## config.mk

```make
export PLATFORM = sky130hd
export DESIGN_NAME = ppt_best
export DESIGN_NICKNAME = d
export VERILOG_FILES = /design/src/hw/rtl/ppt_pkg.sv /design/src/hw/rtl/ppt_best.sv
export SDC_FILE = /design/constraint.sdc
export NUM_CORES = 1
export LEC_CHECK = 0
export ABC_AREA = 0
export BUFFER_PORTS_ARGS = -buffer_cell sky130_fd_sc_hd__buf_2
export CAP_MARGIN = 10
export CORE_MARGIN = 2
export CORE_UTILIZATION = 50
export CTS_CLUSTER_DIAMETER = 200
export DETAILED_ROUTE_END_ITERATION = 10
export GPL_TIMING_DRIVEN = 0
export PLACE_DENSITY = 0.84
export SLEW_MARGIN = 25
export SYNTH_ARGS = -nofsm -noshare
export SYNTH_HDL_FRONTEND = slang
export SYNTH_SLANG_ARGS = --single-unit
```

## constraint.sdc

```tcl
create_clock -name clk -period 21.7 [get_ports clk]
set_clock_uncertainty 0.2 [all_clocks]
set_input_delay 3.255 -clock clk [delete_from_list [all_inputs] [get_ports clk]]
set_output_delay 3.255 -clock clk [all_outputs]
set_load 0.01 [all_outputs]
```

## src/hw/rtl/ppt_pkg.sv

```systemverilog
// Shared constants for the promotable priority table: request and status codes,
// default sizes and the control bundle passed to the best-entry tracker.
// No dependencies.
package ppt_pkg;

    localparam int TABLE_DEPTH_DEF    = 64;
    localparam int PAYLOAD_WIDTH_DEF  = 32;
    localparam int PRIORITY_WIDTH_DEF = 16;

    localparam int STAMP_WIDTH  = 32;
    localparam int REQ_WIDTH    = 2;
    localparam int STATUS_WIDTH = 3;

    localparam logic [REQ_WIDTH-1:0] REQ_ADD     = 2'd0;
    localparam logic [REQ_WIDTH-1:0] REQ_PROMOTE = 2'd1;
    localparam logic [REQ_WIDTH-1:0] REQ_POP     = 2'd2;
    localparam logic [REQ_WIDTH-1:0] REQ_CHECK   = 2'd3;

    localparam logic [STATUS_WIDTH-1:0] STAT_OK        = 3'd0;
    localparam logic [STATUS_WIDTH-1:0] STAT_FULL      = 3'd1;
    localparam logic [STATUS_WIDTH-1:0] STAT_EMPTY     = 3'd2;
    localparam logic [STATUS_WIDTH-1:0] STAT_BAD_ID    = 3'd3;
    localparam logic [STATUS_WIDTH-1:0] STAT_SATURATED = 3'd4;
    localparam logic [STATUS_WIDTH-1:0] STAT_SEQ_DONE  = 3'd5;

    typedef struct packed {
        logic clear;
        logic valid;
    } ppt_scan_ctl_t;

endpackage

```

## src/hw/rtl/ppt_best.sv

```systemverilog
// Running best-entry tracker used by pop: one priority/stamp compare per cycle.
// Depends on ppt_pkg.
module ppt_best #(
    parameter int ID_WIDTH       = 6,
    parameter int PAYLOAD_WIDTH  = 32,
    parameter int PRIORITY_WIDTH = 16
) (
    input  logic                           clk,
    input  logic                           rst_n,
    input  ppt_pkg::ppt_scan_ctl_t         ctl,
    input  logic                           ent_used,
    input  logic [PRIORITY_WIDTH-1:0]      ent_prio,
    input  logic [ppt_pkg::STAMP_WIDTH-1:0] ent_stamp,
    input  logic [PAYLOAD_WIDTH-1:0]       ent_payload,
    input  logic [ID_WIDTH-1:0]            ent_addr,
    output logic                           found,
    output logic [PRIORITY_WIDTH-1:0]      best_prio,
    output logic [ppt_pkg::STAMP_WIDTH-1:0] best_stamp,
    output logic [PAYLOAD_WIDTH-1:0]       best_payload,
    output logic [ID_WIDTH-1:0]            best_addr
);
    import ppt_pkg::*;

    logic                      found_reg, found_next;
    logic [PRIORITY_WIDTH-1:0] prio_reg, prio_next;
    logic [STAMP_WIDTH-1:0]    stamp_reg, stamp_next;
    logic [PAYLOAD_WIDTH-1:0]  payload_reg, payload_next;
    logic [ID_WIDTH-1:0]       addr_reg, addr_next;
    logic                      take;

    assign take = ctl.valid && ent_used &&
                  (!found_reg || (ent_prio > prio_reg) ||
                   ((ent_prio == prio_reg) && (ent_stamp < stamp_reg)));

    always_comb
    begin
        found_next   = found_reg;
        prio_next    = prio_reg;
        stamp_next   = stamp_reg;
        payload_next = payload_reg;
        addr_next    = addr_reg;
        if (ctl.clear)
        begin
            found_next = 1'b0;
        end
        else if (take)
        begin
            found_next   = 1'b1;
            prio_next    = ent_prio;
            stamp_next   = ent_stamp;
            payload_next = ent_payload;
            addr_next    = ent_addr;
        end
    end

    always_ff @(posedge clk or negedge rst_n)
    begin
        if (!rst_n)
        begin
            found_reg <= 1'b0;
        end
        else
        begin
            found_reg <= found_next;
        end
    end

    always_ff @(posedge clk)
    begin
        prio_reg    <= prio_next;
        stamp_reg   <= stamp_next;
        payload_reg <= payload_next;
        addr_reg    <= addr_next;
    end

    assign found        = found_reg;
    assign best_prio    = prio_reg;
    assign best_stamp   = stamp_reg;
    assign best_payload = payload_reg;
    assign best_addr    = addr_reg;

endmodule

```

Word level (Yosys, flattened, before mapping)

Index checks and enable logic that the tools add are counted.

Output and inout port bits: 87
Word-level logic and storage cells: 19
Register bits after elaboration: 87

Equal/unequal tests: 1
Order comparisons: 2
Reduce and logical (&&, ||, !) cells: 8
Bitwise gates (word level): 1
Multiplexer cells: 2

Operators by type and width:

| operator            | number |
|---|---|
| $lt A32 B32 Y1      | 1 |
| $eq A16 B16 Y1      | 1 |
| $gt A16 B16 Y1      | 1 |
| $logic_and A1 B1 Y1 | 3 |
| $logic_or A1 B1 Y1  | 2 |
| $mux W1             | 2 |
| $reduce_and A2 Y1   | 1 |
| $reduce_bool A2 Y1  | 1 |
| $logic_not A1 Y1    | 1 |
| $not A1 Y1          | 1 |

Depth between registers and ports, before layout

Gate-level depths: netlist (run 1).

Depth in word-level cells: 6
Gate-level depth with buffers: 8

Worst setup path after synthesis (run 1)

No wires, ideal clock.

Kind: input port to flip-flop
Start: input port ent_stamp[9] (netlist bit)
End: register addr_reg[0] (netlist: best_addr[0]), enable pin
Data arrival time: 9091 ps
Library setup time: 579 ps
Setup slack: 11830 ps
Required time: 20921 ps
Cell stages on the path: 7
Buffers on the path: 0
Path through: ha_1 -> a21o_1 -> nand3_1 -> a21oi_1 -> a2111oi_4 -> a21oi_1 -> o41ai_2

Word-level cells in the longest chain between the ends: 5

RTL lines:

| item                               | line           | source |
|---|---|---|
| start: declaration                 | ppt_best.sv:13 | `input logic [ppt_pkg::STAMP_WIDTH-1:0] ent_stamp,` |
| $lt A32 B32 Y1                     | ppt_best.sv:33 | `((ent_prio == prio_reg) && (ent_stamp < stamp_reg)));` |
| $logic_and A1 B1 Y1                | ppt_best.sv:33 |  |
| $logic_or A1 B1 Y1                 | ppt_best.sv:32 | `(!found_reg \|\| (ent_prio > prio_reg) \|\|` |
| $logic_and A1 B1 Y1                | ppt_best.sv:31 | `assign take = ctl.valid && ent_used &&` |
| $reduce_and A2 Y1 (no source line) | -              |  |
| end signal: assignment             | ppt_best.sv:73 | `addr_reg <= addr_next;` |
| end: declaration                   | ppt_best.sv:28 | `logic [ID_WIDTH-1:0] addr_reg, addr_next;` |

No other way between the ends.
A chain may end at the register's enable or synchronous reset.

Worst setup path after layout (run 1)

Start: input port ent_stamp[9] (netlist bit)
End: register addr_reg[1] (netlist: best_addr[1]), enable pin

Same word-level chain as after synthesis.

==> metrics.txt, run 1 <==
outcome finished clean; die area roughly 8400 um2; Post-Syn Area per Cell between 10 and 15 um2; commonest non-fill, non-tap cell in the layout buf_2; post-synth top area cell edfxtp_1; total track usage 19.8%; register area share after synthesis between 60% and 70%; worst path required time about 22000 ps; maxcap violations 0; fmax between 0.15 and 0.2 GHz; Final Hold Viols 0; CP peak stage delay approximately 650 ps; reg2reg setup slack 18190 ps; cell row count 32; global placer's final weighted congestion around 0.79; Clock Tree Root clkbuf_8; CP arrival between 5000 and 6000 ps; Synth top area share 67.0%; largest net degree at the start of global routing 18; Unique masters post-synth 25; worst hold path class reg -> reg; Worst-Margin Slew just under 600 ps; H-tree depth 3; Static Leakage around 2.4 nW; Resized cells post-CTS 0; share of layout cells above drive strength 1 roughly 45%; first-pass GRT wire length around 13 mm; Die Y about 92 um; CTS Hold Bufs 0; CTS tree built; Worst R2R Start best_stamp[9]; Hold Path End found; Worst Hold Depth 2; Syn Inst Count 260; flop and latch count out of synthesis between 80 and 90; maximum VDD drop ~0.046 mV; via count 2768; Syn-to-layout area delta 34.7%; Initial Utilization 50.7%; DP HPWL a little under 7 mm; Post-CTS Setup Bufs 0; Crit path buffers/inverters 5; Max Fanout on Critical Path 12; # DRC 0; Port Buffers around 180; Clock Pin Slew Worst Setup and Hold Paths approximately 90 ps; Hold Crit Start found; R2R Path End best_addr[1]; core area 7610 um2; fin util between 60 and 70%; Tcrit/Tclk final about 28%; relative slew slack 60.6%; ANT nets after route 0; Syn. warnings 0; CP Capture Type flip-flop; CTS Sinks between 80 and 90; clk_lat worst skew between 300 and 400 ps; max-slew violations 0; PD cells 68.7 nW/um2; vias in the first global route 2865; Critical Path Start Type primary input; final setup fails 0; Clock Path Buffers 2; top area cells in the synthesized netlist edfxtp_1 67%, ha_1 15%, inv_1 4.8%, a21oi_1 2.2%, nand4_1 1.3%; number of antenna diodes 0; nets@finish between 500 and 600; crit-path cells buf_2, ha_1, a21o_1, nand3_1, a21oi_1, a2111oi_4, a21oi_1, o41ai_4, buf_6, buf_4, buf_4, buf_6; RSZ-0062 raised after global routing no; WL final 8.34 mm; TritonCTS buffer count 9; minimum clock period about 6100 ps; die width 91.8 um; R2R cell count 12; Via density 4.92; CP top delay family compound AO/OA/AOI/OAI gates; IO Pins ~180; Post-Syn Area 3860 um2; grt ovf 0; initial antenna violation count 0; DRT iter0 DRCs around 130; drt wl/cell between 10 and 15 um; DR pass1 iterations 4; critical setup path kind in -> reg; Net Count, Synth approximately 400; commonest non-fill, non-tap cells in the layout 177 x buf_2, 86 x edfxtp_1, 49 x inv_1; slowest CP cell o41ai_4; post-route setup TNS 0 ps
-- report_power, final --
group | switching, mW | internal [mW]
Combinational | 0.0183 | 0.0164
Sequential | 0.00187 | 0.190
Clock | 0.0624 | 0.0678
Total | 0.0825 | 0.275
-- how the worst max path moves through the flow --
stage | end | cells past startpoint | startpoint | slack (ps)
floorplan | best_addr[0] | 7 | ent_stamp[9] | 11830
global placement | best_addr[3] | 8 | ent_stamp[9] | 9920
detailed placement | best_payload[2] | 12 | ent_stamp[9] | 15160
CTS | best_addr[1] | 12 | ent_stamp[9] | 15550
global route | best_payload[7] | 12 | ent_stamp[9] | 15390
finish | best_addr[1] | 12 | ent_stamp[9] | 15570
-- worst min-delay path, delay by kind of cell (launching register included) --
kind	cells	cell delay, ps
AO/OA/AOI/OAI	1	70
flip-flops	1	450
AND/OR/NAND/NOR	1	80
-- through the flow --
step | power (mW) | instance area [um2] | cells | worst slack [ps] | hold WS [ps]
after floorplan | 0.212 | 3860 | 260 | 11830 | 360
after global placement | 0.228 | 4870 | 539 | 9920 | 352
after detailed placement | 0.231 | 4960 | 547 | 15160 | 379
after CTS | 0.361 | 5190 | 563 | 15550 | 403
after global routing | 0.371 | 5190 | 563 | 15390 | 476
final | 0.357 | 5190 | 563 | 15570 | 424
-- cells in the mapped netlist --
cell / number
edfxtp_1: 86
inv_1: 49
ha_1: 47
a21oi_1: 17
nand4_1: 8
nor2_1: 8
nand2_1: 7
o21ai_0: 7
nand3_1: 6
a211oi_1: 3
a21o_1: 3
nor2b_1: 3
nor3_1: 3
o41ai_2: 2
a2111oi_4: 1
a211oi_2: 1
a21boi_2: 1
and3_1: 1
and4_1: 1
dfrtp_1: 1
nand2b_4: 1
o2111ai_1: 1
o21a_1: 1
or2_0: 1
or3_1: 1
-- final cells by class --
type,count,area [um2]
sequential,87,2610
fill,570,2410
multi-input combinational,124,1080
timing repair buffer,185,961
inverter,49,184
tap,102,128
clock buffer,9,124
clock inverter,7,115
-- metal layers --
layer | global-route usage (%) | share of wire [%]
met5 | 0 | 0
met2 | 35.4 | 52
met4 | 6.72 | 1.1
met1 | 23.9 | 41
met3 | 4.03 | 6.5
-- cell families (layout without fill, tap and decap cells) --
kind of cell               after synthesis  count (layout)  share of synthesized area [%]
buffers and inverters                   49             250                           4.77
DFF                                     87              87                           67.6
AOI/OAI and AO/OA                       37              37                           6.88
and+or+nand+nor                         40              40                           5.48
adders and majority gates               47              47                           15.2
No activity file was read; power rests on OpenSTA's default activity.
==> run 2: changes to the inputs <==
Settings changed: CORE_UTILIZATION 50 to 47, PLACE_DENSITY 0.84 to 0.79.
Clock period 21.7 ns to 6.01 ns, I/O delays scaled along.
==> metrics.txt, run 2 (same netlist as run 1, synthesis figures left out) <==
maxcap violations 0; Final Cell Area 5150 um2; commonest non-fill, non-tap cells in the layout 177 x buf_2, 86 x edfxtp_1, 49 x inv_1; DRT iter0 DRCs 85; total chip power ~1.2 mW; minimum clock period about 3600 ps; largest net degree at the start of global routing 18; Via density 4.82; area post-placement approximately 5000 um2; share of power burned in combinational logic around a tenth; Resized cells post-CTS 0; post-route setup TNS 0 ps; H-tree depth 3; Initial Utilization between 40% and 50%; Port Buffers around 180; CP Capture Type flip-flop; Syn-to-layout area delta 33.6%; slowest CP cell o41ai_4; final worst slack approximately 2400 ps; commonest non-fill, non-tap cell in the layout buf_2; first-pass GRT wire length between 10 and 15 mm; Clock Path Buffers 2; outcome finished clean; Reg area roughly 2600 um2; number of antenna diodes 0; reg2reg setup slack about 2700 ps; worst hold path class in -> async; Filler cells about 640; core area slightly above 8000 um2; Worst-Margin Slew roughly 630 ps; relative slew slack between 50% and 60%; CP arrival 3470 ps; vias in the first global route between 2000 and 3000; die width 94.6 um; CTS tree built; Clock Tree Root clkbuf_8; DR pass1 iterations 4; Final Hold Viols 0; final setup fails 0; fin util between 60% and 70%; Clock Pin Slew Worst Setup and Hold Paths 100 ps; Max Fanout on Critical Path 13; crit-path cells buf_2, ha_1, a21o_1, nand3_1, a21oi_1, a2111oi_4, a21oi_1, o41ai_4, buf_6, buf_6, buf_4; # DRC 0; CTS Sinks 87; global placer's final weighted congestion 0.762; share of layout cells above drive strength 1 between 40% and 50%; DP HPWL about 6.4 mm; critical setup path kind in -> reg; total track usage between 15 and 20%; max-slew violations 0; Die Y 94.6 um; CP peak stage delay roughly 680 ps; PD cells 233 nW/um2; nets@finish ~600; WL final between 7 and 8 mm; clk_lat worst skew 350 ps; maximum VDD drop 0.156 mV; switching share of power 24.7%; Tcrit/Tclk final around three fifths; RSZ-0062 raised after global routing no; die area a little under 9000 um2; TritonCTS buffer count 9; Post-CTS Setup Bufs 0; ANT nets after route 0; initial antenna violation count 0; IO Pins about 180; worst path required time 5870 ps; grt ovf 0; DP Worst Slack 2000 ps; part of the power in the clock network 32.1%; sw power 0.297 mW; CTS Hold Bufs 0; sequential share of power between 50% and 60%; via count 2730; Critical Path Start Type primary input; Static Leakage approximately 2.4 nW; cell row count 33; area occupied by multi-input gates roughly 1100 um2; fmax approximately 0.28 GHz; drt wl/cell 14.0 um; P_int 0.905 mW
## run 2: final cells by class
type / count / share of cell area (%)
Clock inverter: 7 / 1.24
Multi-Input combinational cell: 124 / 20.9
Tap cell: 105 / 2.55
Inverter: 49 / 3.57
Timing Repair Buffer: 185 / 18.7
Clock buffer: 9 / 2.40
Sequential cell: 87 / 50.6
## run 2: path summary, 6_finish.rpt
check / cells past startpoint / start / end
min reg2reg: 2 / found / found
min in group clk: 2 / found / found
max reg2reg: 11 / best_stamp[9] / best_payload[14]
min: 1 / rst_n / found
max: 11 / ent_stamp[9] / best_payload[14]
max in group asynchronous: 1 / rst_n / found
## run 2: layer usage
metal / track usage, % / wire length [um] / vias to the layer above
met5: 0 / 0 / -
li1: - / - / 1346
met4: 7.37 / 137 / 0
met3: 4.47 / 612 / 14
met2: 29.6 / 3850 / 105
met1: 21.1 / 3330 / 1265
## run 2: worst max-delay path: cells and delay by family
family                     cells  cell delay (ps)
AOI/OAI and AO/OA              5             1450
buffers and inverters          4              740
adders and majority gates      1              300
and+or+nand+nor                1               70
## run 2: power by group through the flow
| stage | Clock [mW] | Combinational [mW] | Sequential (mW) |
|---|---|---|---|
| after global placement | 0 | 0.114 | 0.710 |
| after CTS | 0.398 | 0.124 | 0.694 |
| after detailed placement | 0 | 0.123 | 0.708 |
| after floorplan | 0 | 0.0469 | 0.718 |
| after global routing | 0.420 | 0.138 | 0.696 |
| final | 0.387 | 0.122 | 0.694 |
## run 2: metrics by stage
stage	hold slack (ps)	cells
after CTS	89.6	566
after detailed placement	389	550
final	108	566
after global placement	383	542
after floorplan	360	260
after global routing	86.9	566
